## src/hdl/itb_pkg.sv

```systemverilog
// indexed timer bank package: sizes, action codes and shared types
// used by every module of the indexed timer bank; depends on nothing
`timescale 1ns / 1ps
`default_nettype none
package itb_pkg;

	// number of timers in the bank, 1 to 32
	localparam int NUM_TIMERS = 16;

	localparam int ADDR_W = (NUM_TIMERS > 1) ? $clog2(NUM_TIMERS) : 1;
	localparam int PTR_W  = $clog2(NUM_TIMERS + 1);

	localparam int ACTION_W  = 3;
	localparam int TIDX_W    = 5;
	localparam int COUNT_W   = 15;
	localparam int S_TDATA_W = 24;
	localparam int M_TDATA_W = 16;

	// one more bit than the index so the bank size itself fits
	localparam logic [TIDX_W:0] IDX_LIMIT = (TIDX_W + 1)'(NUM_TIMERS);

	localparam logic [COUNT_W-1:0] COUNT_MAX = '1;

	localparam logic [ACTION_W-1:0] ACT_TICK       = 3'd0;
	localparam logic [ACTION_W-1:0] ACT_READ       = 3'd1;
	localparam logic [ACTION_W-1:0] ACT_LOAD_START = 3'd2;
	localparam logic [ACTION_W-1:0] ACT_CLEAR_RUN  = 3'd3;
	localparam logic [ACTION_W-1:0] ACT_STOP_CLEAR = 3'd4;
	localparam logic [ACTION_W-1:0] ACT_STOP       = 3'd5;

	typedef struct packed {
		logic               run;
		logic [COUNT_W-1:0] count;
	} entry_t;

	typedef struct packed {
		logic              we;
		logic [ADDR_W-1:0] waddr;
		entry_t            wdata;
		logic              re;
		logic [ADDR_W-1:0] raddr;
	} mem_req_t;

endpackage
`default_nettype wire

```

## src/hdl/itb_mem.sv

```systemverilog
// timer state memory: one write and one registered read port per cycle
// per-entry valid bits make unwritten entries read as zero and stopped; uses itb_pkg
`timescale 1ns / 1ps
`default_nettype none
module itb_mem (
	input  wire logic             clk,
	input  wire logic             arst_n,
	input  wire itb_pkg::mem_req_t req,
	output itb_pkg::entry_t       rdata
);

	itb_pkg::entry_t                  mem [itb_pkg::NUM_TIMERS];
	logic [itb_pkg::NUM_TIMERS-1:0]   vld_q;
	itb_pkg::entry_t                  rd_q;
	logic                             rvld_q;

	always_ff @(posedge clk) begin
		if (req.we) begin
			mem[req.waddr] <= req.wdata;
		end
		if (req.re) begin
			rd_q <= mem[req.raddr];
		end
	end

	always_ff @(posedge clk or negedge arst_n) begin
		if (!arst_n) begin
			vld_q  <= '0;
			rvld_q <= 1'b0;
		end else begin
			if (req.we) begin
				vld_q[req.waddr] <= 1'b1;
			end
			if (req.re) begin
				rvld_q <= vld_q[req.raddr];
			end
		end
	end

	assign rdata = rvld_q ? rd_q : '0;

endmodule
`default_nettype wire

```

## src/hdl/itb_tick_unit.sv

```systemverilog
// shared tick unit: clamp at the maximum, else count up when running
// one instance serves every timer in turn; uses itb_pkg
`timescale 1ns / 1ps
`default_nettype none
module itb_tick_unit (
	input  wire itb_pkg::entry_t             cur,
	input  wire logic [itb_pkg::COUNT_W-1:0] max_count,
	output itb_pkg::entry_t                  nxt
);

	always_comb begin
		nxt.run = cur.run;
		if (cur.count >= max_count) begin
			nxt.count = max_count;
		end else if (cur.run) begin
			nxt.count = cur.count + 1'b1;
		end else begin
			nxt.count = cur.count;
		end
	end

endmodule
`default_nettype wire

```

## src/hdl/indexed_timer_bank.sv

```systemverilog
// indexed timer bank top level: input register, sequencer and output register
// instantiates itb_mem and itb_tick_unit; uses itb_pkg
//
// usage
// - s_* carries command words in, m_* carries one result word out per command
// - cfg_we/cfg_wdata write max_count; write only while the bank is idle
// - action 0 (tick) walks every timer through the shared tick unit, one timer
//   per cycle with the read of the next timer overlapped with the write of the
//   current one
// - read, load and start, clear and run, stop and clear, stop touch one timer
//   with a read and, except for read, a write of the state memory; an index
//   at or above the bank size changes nothing for them and flags index_error
// - such a bad index or an unused action skips the memory
// - s_tready is high only in the idle state, so one word is in work at a time;
//   a finished result sits in the output register while the next word is taken
// - if m_tready is low the result holds; the sequencer waits in its last state
//   until the output register frees up
// - reset clears all counts and run flags (through memory valid bits, no
//   clearing pass), sets max_count to its maximum and empties the output
`timescale 1ns / 1ps
`default_nettype none
module indexed_timer_bank (
	input  wire logic                              clk,
	input  wire logic                              arst_n,
	input  wire logic                              cfg_we,
	input  wire logic [itb_pkg::COUNT_W-1:0]       cfg_wdata,   // max_count
	input  wire logic                              s_tvalid,
	output logic                                   s_tready,
	// action [2:0], timer_index [7:3], load_count [22:8], zero [23]
	input  wire logic [itb_pkg::S_TDATA_W-1:0]     s_tdata,
	output logic                                   m_tvalid,
	input  wire logic                              m_tready,
	// read_count [14:0], index_error [15]
	output logic [itb_pkg::M_TDATA_W-1:0]          m_tdata
);

	// sequencer states
	localparam logic [2:0] ST_IDLE   = 3'd0;
	localparam logic [2:0] ST_CMD    = 3'd1;
	localparam logic [2:0] ST_CMD_WB = 3'd2;
	localparam logic [2:0] ST_TICK   = 3'd3;
	localparam logic [2:0] ST_DONE   = 3'd4;

	logic [2:0]                       state_q, state_nxt;
	logic [itb_pkg::COUNT_W-1:0]      max_count_q;

	// accepted command word
	logic [itb_pkg::ACTION_W-1:0]     act_q;
	logic [itb_pkg::TIDX_W-1:0]       idx_q;
	logic [itb_pkg::COUNT_W-1:0]      load_q;

	// tick sweep: read pointer and the write stage one entry behind
	logic [itb_pkg::PTR_W-1:0]        ptr_q;
	logic                             vld_s1;
	logic [itb_pkg::ADDR_W-1:0]       addr_s1;

	// pending result
	logic [itb_pkg::COUNT_W-1:0]      res_count_q;
	logic                             res_err_q;

	logic                             m_tvalid_q;
	logic [itb_pkg::M_TDATA_W-1:0]    m_tdata_q;

	itb_pkg::mem_req_t                mem_req;
	itb_pkg::entry_t                  mem_rdata;
	itb_pkg::entry_t                  tick_out;

	logic                             accept;
	logic                             cmd_ok;
	logic                             idx_ok;
	logic                             tick_rd;
	logic                             out_free;

	itb_mem u_mem (
		.clk    (clk),
		.arst_n (arst_n),
		.req    (mem_req),
		.rdata  (mem_rdata)
	);

	// clamp / increment of the entry read last cycle
	itb_tick_unit u_tick (
		.cur       (mem_rdata),
		.max_count (max_count_q),
		.nxt       (tick_out)
	);

	assign s_tready = (state_q == ST_IDLE);
	assign accept   = s_tvalid && s_tready;
	assign out_free = !m_tvalid_q || m_tready;

	assign cmd_ok  = act_q inside {[itb_pkg::ACT_READ : itb_pkg::ACT_STOP]};
	assign idx_ok  = {1'b0, idx_q} < itb_pkg::IDX_LIMIT;
	assign tick_rd = (state_q == ST_TICK) &&
		(ptr_q < itb_pkg::PTR_W'(itb_pkg::NUM_TIMERS));

	// memory requests and next state
	always_comb begin
		mem_req   = '0;
		state_nxt = state_q;
		case (state_q)
			ST_IDLE: begin
				if (accept) begin
					if (s_tdata[itb_pkg::ACTION_W-1:0] == itb_pkg::ACT_TICK) begin
						state_nxt = ST_TICK;
					end else begin
						state_nxt = ST_CMD;
					end
				end
			end
			ST_CMD: begin
				// every valid command reads its timer first; stop keeps the count
				if (cmd_ok && idx_ok) begin
					mem_req.re    = 1'b1;
					mem_req.raddr = idx_q[itb_pkg::ADDR_W-1:0];
					state_nxt     = ST_CMD_WB;
				end else begin
					state_nxt = ST_DONE;
				end
			end
			ST_CMD_WB: begin
				mem_req.waddr = idx_q[itb_pkg::ADDR_W-1:0];
				case (act_q)
					itb_pkg::ACT_LOAD_START: begin
						mem_req.we    = 1'b1;
						mem_req.wdata = '{run: 1'b1, count: load_q};
					end
					itb_pkg::ACT_CLEAR_RUN: begin
						mem_req.we    = 1'b1;
						mem_req.wdata = '{run: 1'b1, count: '0};
					end
					itb_pkg::ACT_STOP_CLEAR: begin
						mem_req.we    = 1'b1;
						mem_req.wdata = '{run: 1'b0, count: '0};
					end
					itb_pkg::ACT_STOP: begin
						mem_req.we    = 1'b1;
						mem_req.wdata = '{run: 1'b0, count: mem_rdata.count};
					end
					default: begin
						mem_req.we = 1'b0;
					end
				endcase
				state_nxt = ST_DONE;
			end
			ST_TICK: begin
				// read entry ptr while writing back the entry before it
				mem_req.re    = tick_rd;
				mem_req.raddr = ptr_q[itb_pkg::ADDR_W-1:0];
				mem_req.we    = vld_s1;
				mem_req.waddr = addr_s1;
				mem_req.wdata = tick_out;
				if (!tick_rd) begin
					state_nxt = ST_DONE;
				end
			end
			ST_DONE: begin
				if (out_free) begin
					state_nxt = ST_IDLE;
				end
			end
			default: begin
				state_nxt = ST_IDLE;
			end
		endcase
	end

	// control state
	always_ff @(posedge clk or negedge arst_n) begin
		if (!arst_n) begin
			state_q     <= ST_IDLE;
			max_count_q <= itb_pkg::COUNT_MAX;
			ptr_q       <= '0;
			vld_s1      <= 1'b0;
			m_tvalid_q  <= 1'b0;
		end else begin
			state_q <= state_nxt;
			if (cfg_we) begin
				max_count_q <= cfg_wdata;
			end
			if (accept) begin
				ptr_q  <= '0;
				vld_s1 <= 1'b0;
			end else if (state_q == ST_TICK) begin
				vld_s1 <= tick_rd;
				if (tick_rd) begin
					ptr_q <= ptr_q + 1'b1;
				end
			end
			if ((state_q == ST_DONE) && out_free) begin
				m_tvalid_q <= 1'b1;
			end else if (m_tready) begin
				m_tvalid_q <= 1'b0;
			end
		end
	end

	// payload registers
	always_ff @(posedge clk) begin
		if (accept) begin
			act_q       <= s_tdata[itb_pkg::ACTION_W-1:0];
			idx_q       <= s_tdata[itb_pkg::ACTION_W +: itb_pkg::TIDX_W];
			load_q      <= s_tdata[itb_pkg::ACTION_W + itb_pkg::TIDX_W +: itb_pkg::COUNT_W];
			res_count_q <= '0;
			res_err_q   <= 1'b0;
		end
		if (state_q == ST_TICK) begin
			addr_s1 <= ptr_q[itb_pkg::ADDR_W-1:0];
		end
		if (state_q == ST_CMD) begin
			res_err_q <= cmd_ok && !idx_ok;
		end
		if ((state_q == ST_CMD_WB) && (act_q == itb_pkg::ACT_READ)) begin
			res_count_q <= mem_rdata.count;
		end
		if ((state_q == ST_DONE) && out_free) begin
			m_tdata_q <= {res_err_q, res_count_q};
		end
	end

	assign m_tvalid = m_tvalid_q;
	assign m_tdata  = m_tdata_q;

endmodule
`default_nettype wire

```

## config.mk

```make
export PLATFORM = sky130hd
export DESIGN_NAME = indexed_timer_bank
export DESIGN_NICKNAME = d
export VERILOG_FILES = /design/src/hdl/itb_pkg.sv /design/src/hdl/itb_mem.sv /design/src/hdl/itb_tick_unit.sv /design/src/hdl/indexed_timer_bank.sv
export SDC_FILE = /design/constraint.sdc
export NUM_CORES = 1
export LEC_CHECK = 0
export BUFFER_PORTS_ARGS = -buffer_cell sky130_fd_sc_hd__buf_2
export CAP_MARGIN = 25
export CORE_MARGIN = 3
export CORE_UTILIZATION = 57
export DETAILED_ROUTE_END_ITERATION = 10
export GPL_ROUTABILITY_DRIVEN = 0
export PLACE_DENSITY = 0.74
export RECOVER_POWER = 100
export SETUP_SLACK_MARGIN = 0.4
export SYNTH_ARGS = -nofsm -noshare
export SYNTH_HDL_FRONTEND = slang
export SYNTH_HIERARCHICAL = 1
export SYNTH_SLANG_ARGS = --single-unit
```

## constraint.sdc

```tcl
create_clock -name clk -period 6.5 [get_ports clk]
set_clock_uncertainty 0.15 [all_clocks]
set_input_delay 1.95 -clock clk [delete_from_list [all_inputs] [get_ports clk]]
set_output_delay 1.95 -clock clk [all_outputs]
set_load 0.02 [all_outputs]
```

==> summary.md <==
| Metric | Value |
|---|---|
| Initial core utilization | approximately three fifths |
| CTS H-tree depth | 2 |
| Main synth FF type | edfxtp_1 |
| Max IR drop VDD | just under 0.2 mV |
| PostCTS Resize Cnt | 0 |
| Final setup violating endpoints | 0 |
| Min Tclk post-route | around 5.0 ns |
| Die Width | 170 um |
| DR vias | just under 8,000 |
| CP required | roughly 6.6 ns |
| Rows | 59 |
| MaxCap Viol Count | 7 |
| Syn_nets | 874 |
| DP Wirelength | 18,900 um |
| Layout cell share with drive strength beyond 1 | around a quarter |
| Critical Path AT | ~5 ns |
| Worst-Margin Slew | about 2.2 ns |
| RSZ-0062 raised after global routing | no |
| Drt drc | 0 |
| Antenna-violating nets left | 0 |
| Clock Latency Late Sink | around 0.53 ns |
| Netlist Area Pre-Place | approximately 0.015 mm2 |
| Worst relative slew slack | -49.7% |
| Clock transition at path regs | 0.06 ns |
| Vias in the first global route | 8,099 |
| Pre-Repair DR Iteration Count | 5 |
| Final instance area | about 0.017 mm2 |
| Largest cells by area after synthesis | edfxtp_1, mux4_2, dfrtp_1 |
| GRT Overall Usage | 22.1% |
| FF+latch count, synth | 373 |
| CP Class | flop to flop |
| Port Buf Inserts | 60 |
| Syn. warnings | 6 |
| CTS Sinks | approximately 370 |
| Fill count | ~1,800 |
| DR vias/cell | 6.11 |
| Post-CTS Hold Fix Bufs | 0 |
| Area post-placement | between 0.015 and 0.02 mm2 |
| CTS Buf Count | 38 |
| N_diodes | 0 |
| GR Overflow Total | 0 |
| Final slew viol count | around 180 |
| Post-CTS Setup Inserts | 0 |
| Netlist cell types | 57 |
| Leak | 6.12 nW |
| Top-count cell post-synth | edfxtp_1 |
| Max Buffers Root-to-Sink | 3 |
| Commonest cells post-synth | edfxtp_1, mux4_2, nand2_1 |
| Setup TNS | 0 ns |
| CP endpoint kind | flop |
| Violated checks | max-capacitance violations, max-slew violations |
| Sequential area share after synthesis | 71.8% |
| Initial antenna violation count | 0 |
| Final Hold Viols | 0 |
| Layout area overhead | 11.5% |
| Critical path launch point type | flop |
| Crit share post-route | between 70% and 80% |
| Tot Pwr | ~0.0058 W |
| Root Buffer Master | clkbuf_16 |
| Cell count after synthesis | approximately 810 |
| Synth top area share | roughly two thirds |
| Post-synth EDFFs | between 300 and 400 |
| Die height | around 170 um |
| Max frequency | roughly 200 MHz |
| CP Max Fanout | 17 |
| CTS tree | yes |
| Fin nets | a little under 1,000 |
| Total die area | ~0.029 mm2 |
| Post-Syn Area per Cell | 18.9 um2 |
| Wire per inst | approximately 25 um |
| Final WL | roughly 31,000 um |
| Pin count of the biggest net entering global routing | between 60 and 70 |
| Finished Core Util | between 60% and 70% |
| I/O Pins | 62 |
| Core area | 0.0263 mm2 |
| Async S/R FF share, synth | a little under an eighth |
| Top cell type by total area after synthesis | edfxtp_1 |
| DRT iter0 DRCs | between 700 and 800 |
| Status | finished, violations left |
| Hold Crit Class | flop to flop |
| Power Density | between 300 and 400 mW/mm2 |
| First-pass GRT wire length | 47,500 um |
## report_power, final
group	switching [W]	internal, W	total (W)
clock	0.000851	0.00120	0.00205
combinational	0.000500	0.000349	0.000848
sequential	0.000107	0.00281	0.00292
total	0.00146	0.00437	0.00582
## cell families after synthesis
kind of cell | Yosys count | share of synthesized area (%)
AND/OR/NAND/NOR | 162 | 5.86
multiplexers | 125 | 15.2
flip-flops | 373 | 71.8
XOR/XNOR | 15 | 0.857
adder cells (fa/ha/maj) | 17 | 1.39
AO/OA/AOI/OAI | 61 | 2.70
buffers and inverters | 60 | 2.19
## metrics by stage
step                std cells  setup WS (ns)  hold WS, ns
finish                   1273           1.50        0.268
global route             1273           1.23        0.278
CTS                      1260           2.56        0.270
detailed placement       1190           2.23        0.256
global placement         1190           2.33        0.251
floorplan                 813           2.73        0.250
## flip-flops by register name, summed over array words and instances, names as in the netlist
name	flops
res_count_q	15
idx_q	5
u_mem/rvld_q	1
u_mem/vld_q	16
u_mem/mem	256
ptr_q	5
load_q	15
act_q	3
u_mem/rd_q	16
vld_s1	1
m_tvalid	1
res_err_q	1
max_count_q	15
addr_s1	4
state_q	3
m_tdata	16
## final timing paths
kind / startpoint / cells after the start / slack, ns / to
worst min register to register: res_count_q[2] / 0 / 0.27 / m_tdata[2]
max in group asynchronous: arst_n / 2 / 2.78 / u_mem/vld_q[9]
min in group asynchronous: arst_n / 1 / 1.07 / state_q[0]
worst max-delay path: u_mem/rvld_q / 11 / 1.50 / u_mem/mem[8][0]
worst max register to register: u_mem/rvld_q / 11 / 1.50 / u_mem/mem[8][0]
worst min-delay path: res_count_q[2] / 0 / 0.27 / m_tdata[2]
## per-layer routing
| layer | share of wire, % | track usage [%] | wire length (um) |
|---|---|---|---|
| met5 | 0 | 0 | 0 |
| met4 | 2.4 | 6.35 | 761 |
| met3 | 7.1 | 4.83 | 2230 |
| met2 | 52 | 38.2 | 16300 |
| met1 | 38 | 28.6 | 12100 |
## worst max-delay path: stages, from the launching register on
cell,delay (ns)
dfrtp_1,0.59
and2_0,0.38
inv_1,0.09
ha_1,0.29
nand2b_1,0.14
a211oi_1,0.29
o221ai_1,0.23
a21oi_1,1.40
mux2_2,0.38
nand2_1,0.05
o21ai_0,0.12
clkbuf_1,0.57
## final cells by class
cell class	count	area (um2)	area share (%)
Timing Repair Buffer	95	424	2.48
Multi-Input combinational cell	380	3990	23.3
Clock inverter	14	135	0.790
Inverter	20	75.1	0.439
Sequential cell	373	11000	64.4
Clock buffer	56	1050	6.13
Tap cell	335	419	2.45
## layout by cell type (no fill, tap or decap), drive strengths merged, types with 2 or more instances in the layout
cell type	n
edfxtp	331
clkbuf	110
mux4	84
buf	41
nand2	32
and2	31
dfrtp	27
nor2	24
o21ai	23
mux2i	22
inv	22
mux2	19
ha	17
or2	17
a22oi	15
dfstp	15
xor2	10
nand3	10
a21oi	10
nor3	10
clkinv	10
nand2b	7
nor2b	5
nand3b	5
xnor2	5
nand4	4
and4	4
and3	3
o221ai	3
and3b	2
o22ai	2
a211oi	2
or3	2
bufinv	2
nor3b	2
or3b	2
(Power assumes the default switching activity.)
